**config.mk**
```make
export PLATFORM = sky130hd
export DESIGN_NAME = json_pretty_print_stream
export DESIGN_NICKNAME = d
export VERILOG_FILES = /design/src/rtl/jpp_pkg.sv /design/src/rtl/jpp_ucode_rom.sv /design/src/rtl/jpp_seq.sv /design/src/rtl/jpp_dpath.sv /design/src/rtl/json_pretty_print_stream.sv
export SDC_FILE = /design/constraint.sdc
export NUM_CORES = 1
export LEC_CHECK = 0
export ABC_CLOCK_PERIOD_IN_PS = 2850
export BUFFER_PORTS_ARGS = -buffer_cell sky130_fd_sc_hd__buf_2
export CORE_AREA = 10 10 86 88
export DETAILED_ROUTE_END_ITERATION = 8
export DIE_AREA = 0 0 96 98
export GPL_ROUTABILITY_DRIVEN = 1
export PLACE_DENSITY_LB_ADDON = 0.25
export SLEW_MARGIN = 5
export SYNTH_ARGS = -nofsm -noshare
export SYNTH_HDL_FRONTEND = slang
export SYNTH_SLANG_ARGS = --single-unit
```
**constraint.sdc**
```tcl
create_clock -name clk -period 2.85 [get_ports clk]
set_input_delay 0.285 -clock clk [delete_from_list [all_inputs] [get_ports clk]]
set_output_delay 0.285 -clock clk [all_outputs]
set_load 0.01 [all_outputs]
```
**src/rtl/jpp_pkg.sv**
```systemverilog
// shared types, character codes and microcode definitions for the json pretty printer
`default_nettype none

package jpp_pkg;

	// character codes
	localparam logic [7:0] CH_LBRACE = 8'h7B;
	localparam logic [7:0] CH_LBRACK = 8'h5B;
	localparam logic [7:0] CH_RBRACE = 8'h7D;
	localparam logic [7:0] CH_RBRACK = 8'h5D;
	localparam logic [7:0] CH_COMMA  = 8'h2C;
	localparam logic [7:0] CH_COLON  = 8'h3A;
	localparam logic [7:0] CH_NL     = 8'h0A;
	localparam logic [7:0] CH_SP     = 8'h20;
	localparam logic [7:0] CH_TAB    = 8'h09;
	localparam logic [7:0] CH_VT     = 8'h0B;
	localparam logic [7:0] CH_FF     = 8'h0C;
	localparam logic [7:0] CH_CR     = 8'h0D;
	localparam logic [7:0] CH_BSL    = 8'h5C;
	localparam logic [7:0] CH_QUOTE  = 8'h22;

	// microcode address
	localparam int UA_W = 4;
	typedef logic [UA_W-1:0] uaddr_t;

	// microcode program addresses
	localparam uaddr_t UA_PASS       = 4'd0;
	localparam uaddr_t UA_DROP       = 4'd1;
	localparam uaddr_t UA_COLON      = 4'd2;
	localparam uaddr_t UA_COLON_SP   = 4'd3;
	localparam uaddr_t UA_OPEN       = 4'd4;
	localparam uaddr_t UA_COMMA      = 4'd5;
	localparam uaddr_t UA_NL_LOAD    = 4'd6;
	localparam uaddr_t UA_INDENT     = 4'd7;
	localparam uaddr_t UA_CLOSE      = 4'd8;
	localparam uaddr_t UA_CLOSE_LOAD = 4'd9;
	localparam uaddr_t UA_CLOSE_IND  = 4'd10;
	localparam uaddr_t UA_CLOSE_BYTE = 4'd11;

	// what a microword sends to the output
	typedef enum logic [1:0] {
		EM_NONE = 2'd0,
		EM_BYTE = 2'd1,
		EM_NL   = 2'd2,
		EM_SP   = 2'd3
	} emit_t;

	// how the run_last flag of the emitted item is chosen
	typedef enum logic [1:0] {
		LS_NO     = 2'd0,
		LS_YES    = 2'd1,
		LS_DEPTH0 = 2'd2,
		LS_CNT1   = 2'd3
	} last_t;

	// nesting depth update
	typedef enum logic [1:0] {
		DP_HOLD = 2'd0,
		DP_INC  = 2'd1,
		DP_DEC  = 2'd2
	} dep_t;

	// indent counter update
	typedef enum logic [1:0] {
		CN_HOLD = 2'd0,
		CN_LOAD = 2'd1,
		CN_DEC  = 2'd2
	} cnt_t;

	// one control word
	typedef struct packed {
		emit_t  emit;
		last_t  lst;
		dep_t   dep;
		cnt_t   cnt;
		logic   rpt;    // repeat while more than one space is left
		logic   zskip;  // skip the word when the counter is zero
		logic   fin;    // item is finished when this word is left
		uaddr_t nxt;
	} ctrl_t;

	// sequencer to datapath
	typedef struct packed {
		logic accept;
		logic act;
		logic done;
	} exec_t;

	// datapath to sequencer
	typedef struct packed {
		logic cnt_zero;
		logic cnt_one;
		logic out_free;
	} stat_t;

endpackage

`default_nettype wire

```
**src/rtl/jpp_ucode_rom.sv**
```systemverilog
// microcode program store of the json pretty printer
`default_nettype none

module jpp_ucode_rom (
	input  wire jpp_pkg::uaddr_t addr,
	output jpp_pkg::ctrl_t       word
);
	import jpp_pkg::*;

	// program table
	always_comb begin
		word = '{emit: EM_NONE, lst: LS_NO, dep: DP_HOLD, cnt: CN_HOLD,
			rpt: 1'b0, zskip: 1'b0, fin: 1'b1, nxt: UA_PASS};
		case (addr)
			UA_PASS: begin
				word.emit = EM_BYTE;
				word.lst  = LS_YES;
			end
			UA_DROP: begin
				word.emit = EM_NONE;
			end
			UA_COLON: begin
				word.emit = EM_BYTE;
				word.fin  = 1'b0;
				word.nxt  = UA_COLON_SP;
			end
			UA_COLON_SP: begin
				word.emit = EM_SP;
				word.lst  = LS_YES;
			end
			UA_OPEN: begin
				word.emit = EM_BYTE;
				word.dep  = DP_INC;
				word.fin  = 1'b0;
				word.nxt  = UA_NL_LOAD;
			end
			UA_COMMA: begin
				word.emit = EM_BYTE;
				word.fin  = 1'b0;
				word.nxt  = UA_NL_LOAD;
			end
			UA_NL_LOAD: begin
				word.emit = EM_NL;
				word.lst  = LS_DEPTH0;
				word.cnt  = CN_LOAD;
				word.fin  = 1'b0;
				word.nxt  = UA_INDENT;
			end
			UA_INDENT: begin
				word.emit  = EM_SP;
				word.lst   = LS_CNT1;
				word.cnt   = CN_DEC;
				word.rpt   = 1'b1;
				word.zskip = 1'b1;
			end
			UA_CLOSE: begin
				word.emit = EM_NL;
				word.dep  = DP_DEC;
				word.fin  = 1'b0;
				word.nxt  = UA_CLOSE_LOAD;
			end
			UA_CLOSE_LOAD: begin
				word.cnt = CN_LOAD;
				word.fin = 1'b0;
				word.nxt = UA_CLOSE_IND;
			end
			UA_CLOSE_IND: begin
				word.emit  = EM_SP;
				word.cnt   = CN_DEC;
				word.rpt   = 1'b1;
				word.zskip = 1'b1;
				word.fin   = 1'b0;
				word.nxt   = UA_CLOSE_BYTE;
			end
			UA_CLOSE_BYTE: begin
				word.emit = EM_BYTE;
				word.lst  = LS_YES;
			end
			default: begin
				word.emit = EM_NONE;
			end
		endcase
	end

endmodule

`default_nettype wire

```
**src/rtl/jpp_seq.sv**
```systemverilog
// step counter and dispatch of the json pretty printer
`default_nettype none

module jpp_seq (
	input  wire                  clk,
	input  wire                  arst_n,
	input  wire                  s_tvalid,
	output logic                 s_tready,
	input  wire jpp_pkg::uaddr_t entry,
	input  wire jpp_pkg::ctrl_t  ctrl,
	input  wire jpp_pkg::stat_t  st,
	output jpp_pkg::uaddr_t      step,
	output jpp_pkg::exec_t       ex
);
	import jpp_pkg::*;

	logic   busy_q;
	uaddr_t step_q;
	logic   skip;
	logic   stall;
	logic   run;
	logic   stay;

	// word execution control
	always_comb begin
		skip     = ctrl.zskip && st.cnt_zero;
		stall    = !skip && (ctrl.emit != EM_NONE) && !st.out_free;
		run      = busy_q && !stall;
		stay     = ctrl.rpt && !st.cnt_zero && !st.cnt_one;
		s_tready = !busy_q;
		ex.accept = s_tvalid && !busy_q;
		ex.act    = run && !skip;
		ex.done   = run && !stay && ctrl.fin;
	end

	assign step = step_q;

	// step counter with dispatch and conditional repeat
	always_ff @(posedge clk or negedge arst_n) begin
		if (!arst_n) begin
			busy_q <= 1'b0;
			step_q <= UA_PASS;
		end else if (ex.accept) begin
			busy_q <= 1'b1;
			step_q <= entry;
		end else if (run && !stay) begin
			if (ctrl.fin) begin
				busy_q <= 1'b0;
			end else begin
				step_q <= ctrl.nxt;
			end
		end
	end

endmodule

`default_nettype wire

```
**src/rtl/jpp_dpath.sv**
```systemverilog
// datapath of the json pretty printer: scan state, depth, indent counter, output register
`default_nettype none

module jpp_dpath #(
	parameter int MAX_DEPTH        = 15,
	parameter int SPACES_PER_LEVEL = 2
) (
	input  wire                 clk,
	input  wire                 arst_n,
	input  wire [7:0]           s_tdata,
	input  wire                 s_tlast,
	input  wire                 cfg_we,
	input  wire                 cfg_wdata,
	input  wire jpp_pkg::ctrl_t ctrl,
	input  wire jpp_pkg::exec_t ex,
	output jpp_pkg::uaddr_t     entry,
	output jpp_pkg::stat_t      st,
	output logic                m_tvalid,
	input  wire                 m_tready,
	output logic [7:0]          m_tdata,
	output logic                m_tlast
);
	import jpp_pkg::*;

	localparam int DW = $clog2(MAX_DEPTH + 1);
	localparam int CW = $clog2(MAX_DEPTH * SPACES_PER_LEVEL + 1);

	logic          pretty_q;
	logic          str_q;
	logic          bsl_q;
	logic [DW-1:0] depth_q;
	logic [CW-1:0] cnt_q;
	logic [7:0]    byte_q;
	logic          eot_q;
	logic          out_valid_q;
	logic [7:0]    out_byte_q;
	logic          out_last_q;
	logic          str_nx;
	logic          ld;
	logic [7:0]    emit_byte;
	logic          emit_last;

	// configuration register
	always_ff @(posedge clk or negedge arst_n) begin
		if (!arst_n) begin
			pretty_q <= 1'b1;
		end else if (cfg_we) begin
			pretty_q <= cfg_wdata;
		end
	end

	// classify the incoming byte into a program entry
	always_comb begin
		str_nx = str_q;
		if (s_tdata == CH_QUOTE && !bsl_q) begin
			str_nx = !str_q;
		end
		if (!pretty_q || str_nx) begin
			entry = UA_PASS;
		end else if (s_tdata inside {CH_LBRACE, CH_LBRACK}) begin
			entry = UA_OPEN;
		end else if (s_tdata inside {CH_RBRACE, CH_RBRACK}) begin
			entry = UA_CLOSE;
		end else if (s_tdata == CH_COMMA) begin
			entry = UA_COMMA;
		end else if (s_tdata == CH_COLON) begin
			entry = UA_COLON;
		end else if (s_tdata inside {CH_SP, CH_TAB, CH_NL, CH_VT, CH_FF, CH_CR}) begin
			entry = UA_DROP;
		end else begin
			entry = UA_PASS;
		end
	end

	// captured item
	always_ff @(posedge clk) begin
		if (ex.accept) begin
			byte_q <= s_tdata;
			eot_q  <= s_tlast;
		end
	end

	// string and escape tracking
	always_ff @(posedge clk or negedge arst_n) begin
		if (!arst_n) begin
			str_q <= 1'b0;
			bsl_q <= 1'b0;
		end else if (ex.done && eot_q) begin
			str_q <= 1'b0;
			bsl_q <= 1'b0;
		end else if (ex.accept && pretty_q) begin
			str_q <= str_nx;
			bsl_q <= (s_tdata == CH_BSL);
		end
	end

	// nesting depth, saturating at both ends
	always_ff @(posedge clk or negedge arst_n) begin
		if (!arst_n) begin
			depth_q <= '0;
		end else if (ex.done && eot_q) begin
			depth_q <= '0;
		end else if (ex.act) begin
			case (ctrl.dep)
				DP_INC: begin
					if (depth_q < DW'(MAX_DEPTH)) begin
						depth_q <= depth_q + DW'(1);
					end
				end
				DP_DEC: begin
					if (depth_q != '0) begin
						depth_q <= depth_q - DW'(1);
					end
				end
				default: begin
					depth_q <= depth_q;
				end
			endcase
		end
	end

	// indent space counter
	always_ff @(posedge clk or negedge arst_n) begin
		if (!arst_n) begin
			cnt_q <= '0;
		end else if (ex.act) begin
			case (ctrl.cnt)
				CN_LOAD: cnt_q <= CW'(depth_q * SPACES_PER_LEVEL);
				CN_DEC:  cnt_q <= cnt_q - CW'(1);
				default: cnt_q <= cnt_q;
			endcase
		end
	end

	// emitted item selection
	always_comb begin
		ld = ex.act && (ctrl.emit != EM_NONE);
		case (ctrl.emit)
			EM_NL:   emit_byte = CH_NL;
			EM_SP:   emit_byte = CH_SP;
			default: emit_byte = byte_q;
		endcase
		case (ctrl.lst)
			LS_YES:    emit_last = 1'b1;
			LS_DEPTH0: emit_last = (depth_q == '0);
			LS_CNT1:   emit_last = (cnt_q == CW'(1));
			default:   emit_last = 1'b0;
		endcase
	end

	// output register
	always_ff @(posedge clk or negedge arst_n) begin
		if (!arst_n) begin
			out_valid_q <= 1'b0;
		end else if (ld) begin
			out_valid_q <= 1'b1;
		end else if (m_tready) begin
			out_valid_q <= 1'b0;
		end
	end

	always_ff @(posedge clk) begin
		if (ld) begin
			out_byte_q <= emit_byte;
			out_last_q <= emit_last;
		end
	end

	always_comb begin
		st.cnt_zero = (cnt_q == '0);
		st.cnt_one  = (cnt_q == CW'(1));
		st.out_free = !out_valid_q || m_tready;
		m_tvalid    = out_valid_q;
		m_tdata     = out_byte_q;
		m_tlast     = out_last_q;
	end

`ifndef NO_ASSERTIONS
	// depth stays within its configured range
	a_depth_range: assert property (@(posedge clk) disable iff (!arst_n)
		depth_q <= DW'(MAX_DEPTH))
		else $error("nesting depth beyond maximum");

	// a waiting item is never overwritten
	a_no_overwrite: assert property (@(posedge clk) disable iff (!arst_n)
		(ld && out_valid_q) |-> m_tready)
		else $error("output item overwritten");

	// the indent counter never wraps below zero
	a_cnt_no_wrap: assert property (@(posedge clk) disable iff (!arst_n)
		(ex.act && ctrl.cnt == CN_DEC) |-> (cnt_q != '0))
		else $error("indent counter underflow");

	// end of text leaves the scan state cleared
	a_eot_clear: assert property (@(posedge clk) disable iff (!arst_n)
		(ex.done && eot_q) |=> (depth_q == '0 && !str_q && !bsl_q))
		else $error("state not cleared at end of text");
`endif

endmodule

`default_nettype wire

```
**src/rtl/json_pretty_print_stream.sv**
```systemverilog
// Streaming JSON pretty printer. One byte of JSON text is taken per input item
// (end_of_text on tlast) and the reformatted text leaves one byte per output item,
// tlast marking the last byte caused by an input byte. A small microcode program,
// picked by the class of the byte, steps the datapath one control word per cycle
// unless the output stalls, and the output register takes at most one byte per cycle.
// A plain byte passes, a dropped one sends nothing, a colon adds a space, a comma or
// opening bracket adds a newline and n = depth * SPACES_PER_LEVEL spaces after it and
// a closing one puts them before it. The next byte is accepted once the previous one
// has handed its last result to the output register. pretty_enable (cfg_we/cfg_wdata,
// reset 1) must be written by the user only while idle; the block does not enforce it.
`default_nettype none

module json_pretty_print_stream #(
	parameter int MAX_DEPTH        = 15,
	parameter int SPACES_PER_LEVEL = 2
) (
	input  wire        clk,
	input  wire        arst_n,
	input  wire        s_tvalid,
	output logic       s_tready,
	input  wire [7:0]  s_tdata,   // [7:0] in_byte
	input  wire        s_tlast,   // end_of_text
	output logic       m_tvalid,
	input  wire        m_tready,
	output logic [7:0] m_tdata,   // [7:0] out_byte
	output logic       m_tlast,   // run_last
	input  wire        cfg_we,
	input  wire        cfg_wdata  // pretty_enable
);
	import jpp_pkg::*;

	uaddr_t entry;
	uaddr_t step;
	ctrl_t  ctrl;
	exec_t  ex;
	stat_t  st;

	// program store
	jpp_ucode_rom u_rom (
		.addr (step),
		.word (ctrl)
	);

	// step counter
	jpp_seq u_seq (
		.clk      (clk),
		.arst_n   (arst_n),
		.s_tvalid (s_tvalid),
		.s_tready (s_tready),
		.entry    (entry),
		.ctrl     (ctrl),
		.st       (st),
		.step     (step),
		.ex       (ex)
	);

	// datapath
	jpp_dpath #(
		.MAX_DEPTH        (MAX_DEPTH),
		.SPACES_PER_LEVEL (SPACES_PER_LEVEL)
	) u_dpath (
		.clk       (clk),
		.arst_n    (arst_n),
		.s_tdata   (s_tdata),
		.s_tlast   (s_tlast),
		.cfg_we    (cfg_we),
		.cfg_wdata (cfg_wdata),
		.ctrl      (ctrl),
		.ex        (ex),
		.entry     (entry),
		.st        (st),
		.m_tvalid  (m_tvalid),
		.m_tready  (m_tready),
		.m_tdata   (m_tdata),
		.m_tlast   (m_tlast)
	);

endmodule

`default_nettype wire
```
==> metrics.md <==
| Metric | Value |
|---|---|
| CTS clk-pin slew, worst paths | ~0.08 ns |
| Leak Pwr | around 0.95 nW |
| Clk_lat worst skew | between 0.2 and 0.3 ns |
| Layout cells sized above 1 | between 20% and 30% |
| # DRC | 0 |
| Post-synthesis simple-gate area fraction | between 20% and 30% |
| Largest family of logic cells by synthesized area | simple AND/OR/NAND/NOR gates |
| Ys Warns | 0 |
| Setup Skew | 0.006026 ns |
| VDD IR max | approximately 0.32 mV |
| CP Class | reg2reg |
| Vias in the first global route | about 1.5k |
| Startpoint Class | flop |
| Inserted Diodes | 0 |
| Max-Cap Viols | 0 |
| Met1 usage in global routing | around 12% |
| Nets | 256 |
| Initial antenna violation count | 0 |
| # setup viols final | 0 |
| CTS sink count | 36 |
| Slew headroom | 61.25% |
| Row cnt | 28 |
| Die Wd | 96 µm |
| Via count | about 1.5k |
| Commonest non-fill, non-tap cell in the layout | buf_2 |
| Area grow syn2layout | 16.06% |
| Netlist cell types | 54 |
| Grt total ovfl | 0 |
| Total track usage | 9.164% |
| Tcrit/Tclk final | between 80 and 90% |
| Wire per inst | 13.11 µm |
| Flops & latches, synth | 36 |
| Final core occ | a little over two fifths |
| Minimum clock period | ~2.5 ns |
| Syn avg cell area | ~10 µm² |
| Max Clock Freq | ~400 MHz |
| Buffers on Ports | 25 |
| Drt pass-1 iters | 4 |
| Layout fillers | roughly 600 |
| Synth Area in Compound Gates | between 10% and 20% |
| Gr busiest metal | met2 |
| Die area | 0.009408 mm² |
| Crit path DAT | between 2 and 3 ns |
| Status | complete, no violations |
| Power Total | 1.704 mW |
| Most frequent cells in the layout | buf_2 (25), nor2_1 (20), edfxtp_1 (18), dfrtp_1 (17), nand2_1 (16) |
| First-pass GRT wire length | between 7000 and 8000 µm |
| DP Wirelength | roughly 3000 µm |
| Hold Path Class | in2reg |
| Post-synthesis sequential area ratio | 47.71% |
| Worst Hold Path EP | u_dpath.eot_q |
| Largest cells by area after synthesis | edfxtp_1 (26%), dfrtp_1 (20%), ha_1 (4.2%) |
| Die Span Y | between 90 and 100 µm |
| R2R cell count | 9 |
| Clock root buffer | clkbuf_8 |
| Adder-cell share of the synthesized area | 5.174% |
| Hold depth | 1 |
| Initial core utilization | approximately 36% |
| Slew Viols, Final | 0 |
| Multi-input gate area | 0.001032 mm² |
| Worst R2R Setup Slack | between 0.3 and 0.4 ns |
| Post-synthesis mux area share | roughly 3% |
| Reg2reg end | u_dpath.depth_q[3] |
| Drt via density | between 5 and 6 |
| Clk buf depth | 2 |
| Yosys top cell area share | between 20 and 30% |
| Sum Neg Setup Slack | 0 ns |
| Post-synth EDFFs | 18 |
| FF-to-FF Start | u_seq.step[2] |
| Final WL | between 4000 and 5000 µm |
| CTS tree | done |
| Met3 track demand over resource | about 3% |
| CTS buffer count | 5 |
| Critical path data required time | about 3.1 ns |
| Setup bufs post-CTS | 0 |
| Register area | 992.2 µm² |
| Syn_nets | 226 |
| Final GP Congestion | just over 0.8 |
| Post-cts sizing count | 0 |
| Post-synth ARST share | approximately half |
| I/O pin count | 26 |
| RSZ-0062 raised after global routing | false |
| Post-Synthesis Cell Area | 0.002079 mm² |
| Met2 GRT Util | a little over an eighth |
| Worst-margin pin slew | ~0.58 ns |
| Largest net degree at the start of global routing | 19 |
| HP Start | s_tlast |
| Final Hold Fails | 0 |
| Setup crit end kind | flop |
| Main synth FF type | edfxtp_1 |
| DR iter-0 viols | 110 |
| Largest area contributor in the netlist | edfxtp_1 |
| PwrDens | roughly 710 mW/mm² |
| Crit path max fanout | 14 |
| CORE AREA | around 0.0057 mm² |
| H-Tree Depth | 2 |
| Final ANT Viol Nets | 0 |
| Post-Synth XOR/XNOR Area | under 10% |
| Post-Synthesis Cells | just over 200 |
synthesized netlist by cell type (3+ instances only):
| master | n |
|---|---|
| and2_1 | 6 |
| a211oi_1 | 3 |
| nand3_1 | 7 |
| nand3b_1 | 3 |
| nor3_1 | 5 |
| nand2_1 | 16 |
| dfrtp_1 | 17 |
| o21ai_0 | 12 |
| edfxtp_1 | 18 |
| nand2b_1 | 4 |
| inv_1 | 9 |
| mux2i_1 | 4 |
| nor2_1 | 20 |
| a21oi_1 | 14 |
| xnor2_1 | 3 |
| clkbuf_1 | 3 |
| ha_1 | 7 |
| nand4_1 | 3 |
| nor2b_1 | 8 |
timing repair:
item                       CTS  global route
hold endpoints to repair    17             0
hold buffers                 1             0
setup endpoints to repair    0             0
registers in the layout, indices dropped and copies added, names as in the netlist, 4 cells and up:
signal and count:
u_dpath.cnt_q 5, u_dpath.m_tdata 8, u_dpath.byte_q 8, u_dpath.depth_q 4, u_seq.step 4
cell type report:
class | count | area share [%]
clock buffers | 5 | 2.851
clock inverters | 3 | 1.763
inverters | 9 | 1.400
multi-input cells | 153 | 42.77
flip-flops and latches | 36 | 41.11
well taps | 75 | 3.888
repair buffers | 28 | 6.221
worst max path at each step:
stage                               endpoint  slack [ns]           from
after global routing      u_dpath.depth_q[3]        0.02  u_seq.step[2]
after CTS                 u_dpath.depth_q[3]        0.36  u_seq.step[2]
final                     u_dpath.depth_q[3]        0.35  u_seq.step[2]
after global placement    u_dpath.depth_q[3]        0.47  u_seq.step[2]
after detailed placement  u_dpath.depth_q[3]        0.38  u_seq.step[2]
after floorplan           u_dpath.depth_q[3]        0.57  u_seq.step[2]
worst max-delay path: stages (launching register included):
cell and delay [ns]:
dfrtp_1 0.59, nor2b_1 0.26, nand2_1 0.10, ha_1 0.30, ha_1 0.29, a21o_1 0.17
a21oi_1 0.17, xnor2_1 0.11, and3_4 0.20, nor4_2 0.23
cells by family (layout without fill, tap and decap cells):
family | count (synthesis) | count (layout)
AND/OR/NAND/NOR | 89 | 89
AO/OA/AOI/OAI | 46 | 46
flip-flops | 36 | 36
buffers and inverters | 14 | 45
adder cells (fa/ha/maj) | 8 | 8
multiplexers | 6 | 6
XOR/XNOR | 4 | 4
where the power goes:
group	switching, mW	internal (mW)
sequential	0.102	0.692
clock	0.187	0.259
combinational	0.273	0.191
total	0.562	1.14
metal layers:
layer / share of wire, % / wire [µm]
met3: 6.1 / 246
met1: 49 / 1984
met5: 0 / 0
met4: 2.0 / 80
met2: 43 / 1738
through the flow:
stage | cells | hold WS [ns] | area [µm²] | worst slack, ns
4_1_cts | 309 | 0.1599 | 2414 | 0.3583
3_5_place_dp | 300 | 0.2472 | 2292 | 0.3778
2_1_floorplan | 203 | -0.01059 | 2079 | 0.5692
3_3_place_gp | 300 | 0.2487 | 2292 | 0.4694
5_1_grt | 309 | 0.1702 | 2414 | 0.02316
6_report | 309 | 0.1668 | 2414 | 0.3454
Note: power is estimated with default switching activity, not from simulation.
